### src/rtl/core/bracket_nesting_checker_defines.svh
// ----------------------------------------------------------------------------
// Bracket nesting checker assertion macros
// Shared concurrent assertion forms, clocked on i_clk and held off in reset.
// ----------------------------------------------------------------------------
`ifndef BRACKET_NESTING_CHECKER_DEFINES_SVH
`define BRACKET_NESTING_CHECKER_DEFINES_SVH

// Same-cycle implication.
`define BNC_ASSERT_NOW(lbl, ante, cons, msg) \
    lbl: assert property (@(posedge i_clk) disable iff (!i_rst_n) (ante) |-> (cons)) \
        else $error(msg);

// Next-cycle implication.
`define BNC_ASSERT_NEXT(lbl, ante, cons, msg) \
    lbl: assert property (@(posedge i_clk) disable iff (!i_rst_n) (ante) |=> (cons)) \
        else $error(msg);

`endif

### src/rtl/core/bnc_pkg.sv
// ----------------------------------------------------------------------------
// Bracket nesting checker package
// Status codes, bracket characters, decode functions and control structs.
// ----------------------------------------------------------------------------
package bnc_pkg;

    localparam logic [1:0] ST_OK       = 2'd0;
    localparam logic [1:0] ST_MISMATCH = 2'd1;
    localparam logic [1:0] ST_OVERFLOW = 2'd2;

    localparam logic [7:0] CH_LROUND  = 8'h28;
    localparam logic [7:0] CH_RROUND  = 8'h29;
    localparam logic [7:0] CH_LSQUARE = 8'h5B;
    localparam logic [7:0] CH_RSQUARE = 8'h5D;
    localparam logic [7:0] CH_LCURLY  = 8'h7B;
    localparam logic [7:0] CH_RCURLY  = 8'h7D;
    localparam logic [7:0] CH_LANGLE  = 8'h3C;
    localparam logic [7:0] CH_RANGLE  = 8'h3E;

    localparam logic [1:0] KIND_ROUND  = 2'd0;
    localparam logic [1:0] KIND_SQUARE = 2'd1;
    localparam logic [1:0] KIND_CURLY  = 2'd2;
    localparam logic [1:0] KIND_ANGLE  = 2'd3;

    typedef struct packed {
        logic       hit;
        logic [1:0] kind;
    } t_bracket;

    typedef struct packed {
        logic exec;
        logic refill;
    } t_dp_cmd;

    typedef struct packed {
        logic pop;
        logic out_free;
    } t_dp_sts;

    function automatic t_bracket decode_opener(input logic [7:0] ch);
        t_bracket res;
        res.hit  = 1'b1;
        res.kind = KIND_ROUND;
        case (ch)
            CH_LROUND:  res.kind = KIND_ROUND;
            CH_LSQUARE: res.kind = KIND_SQUARE;
            CH_LCURLY:  res.kind = KIND_CURLY;
            CH_LANGLE:  res.kind = KIND_ANGLE;
            default:    res.hit  = 1'b0;
        endcase
        return res;
    endfunction

    function automatic t_bracket decode_closer(input logic [7:0] ch);
        t_bracket res;
        res.hit  = 1'b1;
        res.kind = KIND_ROUND;
        case (ch)
            CH_RROUND:  res.kind = KIND_ROUND;
            CH_RSQUARE: res.kind = KIND_SQUARE;
            CH_RCURLY:  res.kind = KIND_CURLY;
            CH_RANGLE:  res.kind = KIND_ANGLE;
            default:    res.hit  = 1'b0;
        endcase
        return res;
    endfunction

endpackage

### src/rtl/core/bnc_datapath.sv
// ----------------------------------------------------------------------------
// Bracket nesting checker datapath
// Kind stack memory, top-of-stack register, depth and status, result register.
// ----------------------------------------------------------------------------
`include "bracket_nesting_checker_defines.svh"

module bnc_datapath
    import bnc_pkg::*;
#(
    parameter int STACK_DEPTH = 64
) (
    input  logic       i_clk,
    input  logic       i_rst_n,
    input  t_dp_cmd    i_cmd,
    output t_dp_sts    o_sts,
    input  logic       i_is_bracket,
    input  logic [7:0] i_token_char,
    input  logic       i_last_token,
    input  logic       i_out_ready,
    output logic       o_out_valid,
    output logic [1:0] o_status,
    output logic [6:0] o_nest_depth,
    output logic       o_list_end,
    output logic       o_balanced
);

    localparam int CW = $clog2(STACK_DEPTH + 1);
    localparam int AW = $clog2(STACK_DEPTH);

    logic [1:0]    r_stack [STACK_DEPTH];
    logic [1:0]    r_rd_data;
    logic [1:0]    r_top;
    logic [1:0]    n_top;
    logic [CW-1:0] r_count;
    logic [CW-1:0] n_count;
    logic [1:0]    r_err;
    logic [1:0]    n_err;
    logic          r_out_valid;
    logic          n_out_valid;
    logic [1:0]    r_status;
    logic [6:0]    r_nest_depth;
    logic          r_list_end;
    logic          r_balanced;

    t_bracket      opener;
    t_bracket      closer;
    logic          wr_en;
    logic          pop;
    logic [CW-1:0] res_count;
    logic [1:0]    res_err;
    logic [AW-1:0] rd_addr;

    assign opener  = decode_opener(i_token_char);
    assign closer  = decode_closer(i_token_char);
    assign rd_addr = AW'(r_count - CW'(2));

    always_comb begin
        res_count = r_count;
        res_err   = r_err;
        n_top     = r_top;
        wr_en     = 1'b0;
        pop       = 1'b0;
        if (i_cmd.exec && i_is_bracket && (r_err == ST_OK)) begin
            if (opener.hit) begin
                if (r_count == CW'(STACK_DEPTH)) begin
                    res_err = ST_OVERFLOW;
                end else begin
                    wr_en     = 1'b1;
                    res_count = r_count + CW'(1);
                    n_top     = opener.kind;
                end
            end else if (closer.hit) begin
                if ((r_count == '0) || (r_top != closer.kind)) begin
                    res_err = ST_MISMATCH;
                end else begin
                    pop       = 1'b1;
                    res_count = r_count - CW'(1);
                end
            end
        end
        if (i_cmd.refill) begin
            n_top = r_rd_data;
        end
        n_count = res_count;
        n_err   = res_err;
        if (i_cmd.exec && i_last_token) begin
            n_count = '0;
            n_err   = ST_OK;
        end
    end

    always_comb begin
        n_out_valid = r_out_valid;
        if (i_cmd.exec) begin
            n_out_valid = 1'b1;
        end else if (i_out_ready) begin
            n_out_valid = 1'b0;
        end
    end

    always_ff @(posedge i_clk) begin
        if (wr_en) begin
            r_stack[r_count[AW-1:0]] <= opener.kind;
        end
        r_rd_data <= r_stack[rd_addr];
    end

    always_ff @(posedge i_clk) begin
        if (!i_rst_n) begin
            r_count     <= '0;
            r_err       <= ST_OK;
            r_out_valid <= 1'b0;
        end else begin
            r_count     <= n_count;
            r_err       <= n_err;
            r_out_valid <= n_out_valid;
        end
    end

    always_ff @(posedge i_clk) begin
        r_top <= n_top;
        if (i_cmd.exec) begin
            r_status     <= res_err;
            r_nest_depth <= 7'(res_count);
            r_list_end   <= i_last_token;
            r_balanced   <= i_last_token && (res_err == ST_OK) && (res_count == '0);
        end
    end

    assign o_sts.pop      = pop;
    assign o_sts.out_free = !r_out_valid || i_out_ready;

    assign o_out_valid  = r_out_valid;
    assign o_status     = r_status;
    assign o_nest_depth = r_nest_depth;
    assign o_list_end   = r_list_end;
    assign o_balanced   = r_balanced;

    `BNC_ASSERT_NOW(a_count_range, 1'b1, r_count <= CW'(STACK_DEPTH), "Stack count exceeds depth.")
    `BNC_ASSERT_NEXT(a_clear_on_last, i_cmd.exec && i_last_token, (r_count == '0) && (r_err == ST_OK), "State not cleared after last token.")
    `BNC_ASSERT_NEXT(a_err_sticky, (r_err != ST_OK) && !(i_cmd.exec && i_last_token), r_err == $past(r_err), "Error status changed before list end.")
    `BNC_ASSERT_NOW(a_no_overwrite, r_out_valid && !i_out_ready, !i_cmd.exec, "Pending result overwritten.")

endmodule

### config.mk
export PLATFORM = sky130hd
export DESIGN_NAME = bnc_datapath
export DESIGN_NICKNAME = d
export VERILOG_FILES = /design/src/rtl/core/bnc_pkg.sv /design/src/rtl/core/bnc_datapath.sv
export VERILOG_INCLUDE_DIRS = /design/src /design/src/rtl/core
export SDC_FILE = /design/constraint.sdc
export NUM_CORES = 1
export LEC_CHECK = 0
export ABC_CLOCK_PERIOD_IN_PS = 10500
export BUFFER_PORTS_ARGS = -buffer_cell sky130_fd_sc_hd__buf_2
export CORE_AREA = 4 4 88 173
export CTS_CLUSTER_DIAMETER = 200
export DETAILED_ROUTE_END_ITERATION = 16
export DIE_AREA = 0 0 92 177
export PLACE_DENSITY = 0.63
export SETUP_SLACK_MARGIN = 0.1
export SYNTH_ARGS = -nofsm -noshare
export SYNTH_HDL_FRONTEND = slang
export SYNTH_SLANG_ARGS = --single-unit
export TNS_END_PERCENT = 30
### constraint.sdc
create_clock -name i_clk -period 10.5 [get_ports i_clk]
set_input_delay 1.05 -clock i_clk [delete_from_list [all_inputs] [get_ports i_clk]]
set_output_delay 1.05 -clock i_clk [all_outputs]
set_load 0.03 [all_outputs]
==> results.toml, run 1 <==
[run_status]
status = "complete, no violations"

[job]
cap_violations = 0

[cells_and_area]
area_growth_pct = 13.5
n_antenna_cell = 0
design_area_mm2 = 0.00780
drive_above_1_share = 0.234
final_nets = 510
fin_util = 0.561

[grt]
antenna_found_initial = 0
grt_max_degree = 66
grt_pass1_wl_mm = 24.5
gr-total-overflow = 0
grt_use_total = 0.208
grt_pass1_vias = 4467

[synthesis]
synth_seq_area_share = 0.651
syn_inst = 458
syn_area_per_cell_um2 = 15.0
ys_warn_count = 0
synth_edf_count = 141
syn_area_mm2 = 0.00687
synthArstFlopShare = 0
synth_seq_cells = 153
synth_nets = 480
ys_types = 54
synthFlopType = "edfxtp_1"

[floorplan]
die_y_um = 177
initial_core_util = 0.495
dieArea_mm2 = 0.0163
rows = 61
core_mm2 = 0.0139
ioPinCount = 29
die_w_um = 92

[routing]
wl_per_cell_um = 23.0
first_pass_iters = 4
initialDrtViolationCount = 227
vias = 4091
drc = 0
avgViaCountPerCell = 5.93
drt-total-wl_mm = 15.9
ant_nets = 0

[power]
p_sw_uw = 263
p_leak_nw = 2.62
seq_power_share = 0.510
power_per_cell_area_mw_per_mm2 = 166
pwr-share-comb = 0.021
p_total_mw = 1.30
peakVddDrop_v = 0.000112
p_int_mw = 1.03
p_sw_frac = 0.203
clkPwrFrac = 0.469

[sta]
relSlewSlack = 0.502
worstMarginPinSlew_ns = 0.742
fin_crit_sh = 0.367
rsz0062_at_grt = "no"
finalHoldViolations = 0
min_period_ns = 3.85
setup-violations-final = 0
tns_ns = 0
fmax_mhz = 259
drv_slew = 0
finClkSkew_ns = 0.00950

[cts]
hold_buffers = 0
postCtsSetupBuffers = 0
tritoncts = "yes"
clock_latency_ns = 0.42
clkSinkCount = 153
htreeDepth = 4
postCtsResizedCells = 0
clk_path_buf_depth = 2
path_clk_slew_ns = 0.06
numCtsBuffers = 17
cts-root-buf = "clkbuf_16"

[min_path]
hold_depth = 2
hp-class = "flop to flop"

[place]
globalplace.congestion = 0.947
dpl_cell_area_mm2 = 0.00720
portBuffers = 28
dp_hpwl_mm = 10.9

[critical_path]
cp-end-kind = "primary output"
r2r_cells = 8
critPathLaunchType = "primary input"
required_ns = 9.45
path_class = "primary input to primary output"
critPathMaxFanout = 8
cp.arrival_ns = 2.80
## final cells by class
type,instances,area [µm²]
fill,1148,6090
multi-input combinational,266,2240
sequential,153,4480
tap,189,236
timing repair buffer,34,185
inverter,16,60.1
clock inverter,10,105
clock buffer,22,495
## cell usage after synthesis (all sizes together), types with 4 or more instances
library cell,n,share of area
ha,7,0.013
nand3,15,0.011
nand2b,4,0.0036
a21oi,7,0.0051
inv,16,0.0087
a211oi,5,0.0080
dfxtp,12,0.035
nor3,11,0.0087
buf,15,0.011
a2111oi,4,0.0051
xnor2,6,0.0076
and3,4,0.0036
or3,6,0.0055
edfxtp,141,0.62
mux4,40,0.13
nand2,22,0.012
nor2,80,0.044
clkbuf,8,0.0044
mux2i,4,0.0058
a31oi,5,0.0046
## final timing paths
kind | from | end | slack, ns
setup reg to reg | r_count[0] | r_stack[36][0] | 7.00
hold reg to reg | o_out_valid | o_out_valid | 0.50
hold / removal | o_out_valid | o_out_valid | 0.50
setup / recovery | i_token_char[6] | o_sts[1] | 6.65
## through the flow
| step | std cells | hold WS [ns] | setup slack [ns] |
|---|---|---|---|
| final | 690 | 0.504 | 6.65 |
| after global placement | 658 | 0.484 | 6.66 |
| after detailed placement | 658 | 0.503 | 6.66 |
| after global routing | 690 | 0.542 | 6.47 |
| after CTS | 690 | 0.514 | 6.63 |
| after floorplan | 458 | 0.491 | 5.74 |
## registers in the layout (all words and copies together), names as in the netlist
signal        cells
r_rd_data         2
r_stack         128
r_top             2
o_out_valid       1
r_count           7
o_status          2
o_nest_depth      7
r_err             2
o_balanced        1
o_list_end        1
## critical path, stage by stage
cell,delay [ns]
buf_2,0.14
or3b_4,0.42
a211oi_4,0.31
xnor2_1,0.39
nand3_1,0.22
inv_1,0.08
buf_2,0.19
## placed cells by master (no fill, tap or decap), types with 3 or more instances in the layout
cell type,n
edfxtp_1,141
nor3_1,10
a21oi_1,7
nand4_1,3
nor2_1,80
clkbuf_8,3
nand2_1,21
a2111oi_0,4
buf_2,28
mux4_2,40
and2_1,3
ha_1,7
nand2b_1,4
nand3_1,15
a211oi_1,3
or3_1,6
clkbuf_16,18
inv_6,4
dfxtp_1,11
and3_1,4
inv_1,16
xnor2_1,6
a31oi_1,5
mux2i_1,4
buf_4,6
## cell families after synthesis
family	count (synthesis)	synth area share
buffers and inverters	39	0.0246
adder cells (fa/ha/maj)	7	0.0127
XOR/XNOR	8	0.0102
AND/OR/NAND/NOR	166	0.117
AO/OA/AOI/OAI	39	0.0444
multiplexers	46	0.140
flip-flops	153	0.651
## power groups by stage
stage          registers, mW  logic (mW)  clock network [mW]
5_1_grt                0.660      0.0292               0.646
3_3_place_gp           0.674      0.0265                   0
3_5_place_dp           0.674      0.0270                   0
2_1_floorplan          0.678      0.0114                   0
4_1_cts                0.661      0.0271               0.618
6_report               0.661      0.0269               0.608
## layer usage
layer / up-vias / GRT usage / part of all wire
met1: 2087 / 0.200 / 0.33
met5: - / 0 / 0
met3: 39 / 0.0391 / 0.037
li1: 1842 / - / -
met4: 0 / 0.105 / 0.046
met2: 123 / 0.407 / 0.59
Note: power is estimated with default switching activity, not from simulation.
==> inputs of run 2 (changes only) <==
Settings changed: ABC_AREA set to 1, ABC_CLOCK_PERIOD_IN_PS 10500 to 3100, CORE_AREA 4 4 88 173 to 4 4 89 174, DIE_AREA 0 0 92 177 to 0 0 93 178, PLACE_DENSITY 0.63 to 0.65.
Clock period 10.5 ns to 3.1 ns, I/O delays scaled along.
==> run 2 against run 1 <==
  * Non-clock buffer count is 4 higher
  * Via count grew 23%
  * Final area up 0.74%
  * Die area increased by 1.7%
  * Final cell count increased by 29%
  * First-iteration DRC count rose by 69%
  * Worst setup slack got worse by 6.1 ns
  * Global-route usage rose by 1.2 points
  * Sequential power rose to 3.4 times the previous value
  * Synthesized cell count increased by 44%
  * Hold slack worse by 0.38 ns
  * Synthesized area is 1.3% higher
  * Critical endpoint is now r_stack[60][1]
  * Largest cell class unchanged
  * Largest power group unchanged
  * Highest routed layer unchanged
==> results.toml, run 2 <==
[run_status]
status = "complete, no violations"

[sta]
finClkSkew_ns = 0.00826
tns_ns = 0
worstMarginPinSlew_ns = 0.693
min_period_ns = 2.52
drv_slew = 0
setup-violations-final = 0
relSlewSlack = 0.538
fmax_mhz = 397
rsz0062_at_grt = "no"
fin_crit_sh = 0.812
finalHoldViolations = 0

[place]
place_inst = 860
portBuffers = 28
dp_hpwl_mm = 11.6
dpl_cell_area_mm2 = 0.00728
globalplace.congestion = 0.951

[cells_and_area]
largest_reg_flops = 128
fillers = 1245
fin_util = 0.559
final_cell_mix = "156 x nor2_1, 141 x edfxtp_1, 74 x nand2_1, 67 x o21ai_0, 38 x inv_1"
drive_above_1_share = 0.137
area_growth_pct = 12.9
design_area_mm2 = 0.00785
final_nets = 712
fin_cells = 892
layout.cells.most_common = "nor2_1"
n_antenna_cell = 0

[cts]
tritoncts = "yes"
clock_latency_ns = 0.42
clkSinkCount = 153
hold_buffers = 0
htreeDepth = 4
path_clk_slew_ns = 0.06
numCtsBuffers = 17
postCtsSetupBuffers = 0
clk_path_buf_depth = 2
postCtsResizedCells = 0
cts-root-buf = "clkbuf_16"

[synthesis]
synth_common_cells = "156 x nor2_1, 141 x edfxtp_1, 74 x nand2_1, 67 x o21ai_0, 39 x inv_1"
syn_area_mm2 = 0.00696
synth_nets = 683
yosysTopAreaCell = "edfxtp_1"
synth_seq_cells = 153
synth.most_common_cell = "nor2_1"
ys_types = 33
syn_area_per_cell_um2 = 10.5
synth_area_leaders = "edfxtp_1 61%, nor2_1 8.4%, o21ai_0 4.8%, nand2_1 4.0%, dfxtp_1 3.5%"
ys_warn_count = 0
synth_edf_count = 141
synth_top_cell_area_share = 0.609
synthFlopType = "edfxtp_1"
synthArstFlopShare = 0
syn_inst = 661
synth_seq_area_share = 0.643

[critical_path]
required_ns = 3.20
path_class = "flop to flop"
critPathLaunchType = "flop"
critPathMaxFanout = 8
cp.arrival_ns = 2.62
cp-end-kind = "flop"

[routing]
drc = 0
ant_nets = 0
first_pass_iters = 5
initialDrtViolationCount = 383
dr_wl_met3_um = 643
wl_per_cell_um = 19.2
wl_met1_mm = 6.15
dr.max_layer_used = "met4"
avgViaCountPerCell = 5.64
drt-total-wl_mm = 17.2
vias = 5033
met2_length_mm = 9.31

[min_path]
hp-class = "primary input to flop"

[power]
power_per_cell_area_mw_per_mm2 = 568
p_total_mw = 4.46
peakVddDrop_v = 0.000407
p_leak_nw = 2.85

[grt]
grt_pass1_wl_mm = 27.0
grt_max_degree = 73
gr-total-overflow = 0
grt_use_total = 0.220
grt_pass1_vias = 5269
antenna_found_initial = 0

[job]
cap_violations = 0

[floorplan]
ioPinCount = 29
rows = 61
core_mm2 = 0.0140
initial_core_util = 0.495
dieArea_mm2 = 0.0166
die_y_um = 178
die_w_um = 93
==> run 2: final cells by class <==
type | instances | area [µm²] | area share
Sequential cell | 153 | 4480 | 0.570
Multi-Input combinational cell | 438 | 2190 | 0.279
Clock buffer | 19 | 433 | 0.0551
Tap cell | 189 | 236 | 0.0301
Timing Repair Buffer | 38 | 215 | 0.0274
Inverter | 42 | 160 | 0.0204
Clock inverter | 13 | 145 | 0.0185
==> run 2: worst paths after layout <==
path	from	endpoint	slack, ns	depth (start not counted)
hold reg to reg	o_out_valid	o_out_valid	0.49	2
hold / removal	i_last_token	o_list_end	0.13	1
setup / recovery	r_count[0]	r_stack[60][1]	0.58	12
setup reg to reg	r_count[0]	r_stack[60][1]	0.58	12
==> run 2: metrics by stage <==
stage,hold WS (ns),worst slack (ns)
after global placement,0.469,0.671
after CTS,0.120,0.612
final,0.125,0.584
after global routing,0.114,0.417
after floorplan,0.409,0.679
after detailed placement,0.486,0.604
==> run 2: report_power, final <==
group          switching (mW)  leakage (nW)  internal [mW]  total [mW]
logic                   0.127          1.13         0.0547       0.182
registers             0.00882          1.45           2.24        2.25
clock network           0.832         0.275           1.19        2.03
==> run 2: cells by family after synthesis <==
group           count (synthesis)  share of synthesized area
flops                         153                      0.643
fa+ha+maj                       7                     0.0126
simple gates                  297                      0.185
xor+xnor                        4                    0.00504
buf+inv                        70                     0.0423
compound gates                130                      0.112
==> run 2: worst max-delay path, cell delays in order (launching register included) <==
cell and delay [ns]:
dfxtp_2 0.33, clkinv_1 0.07, ha_1 0.23, nor3b_4 0.17
nand2_2 0.11, nor2_4 0.05, nor2_4 0.14, inv_2 0.06
nor2_4 0.13, inv_4 0.08, nor2_4 0.11, nand2_1 0.37
nor2_1 0.34
==> run 2: per-layer routing <==
layer  vias up  GRT usage
met5         -          0
met4         0      0.146
met3        58     0.0384
met2       150      0.402
met1      2438      0.224
li1       2387          -
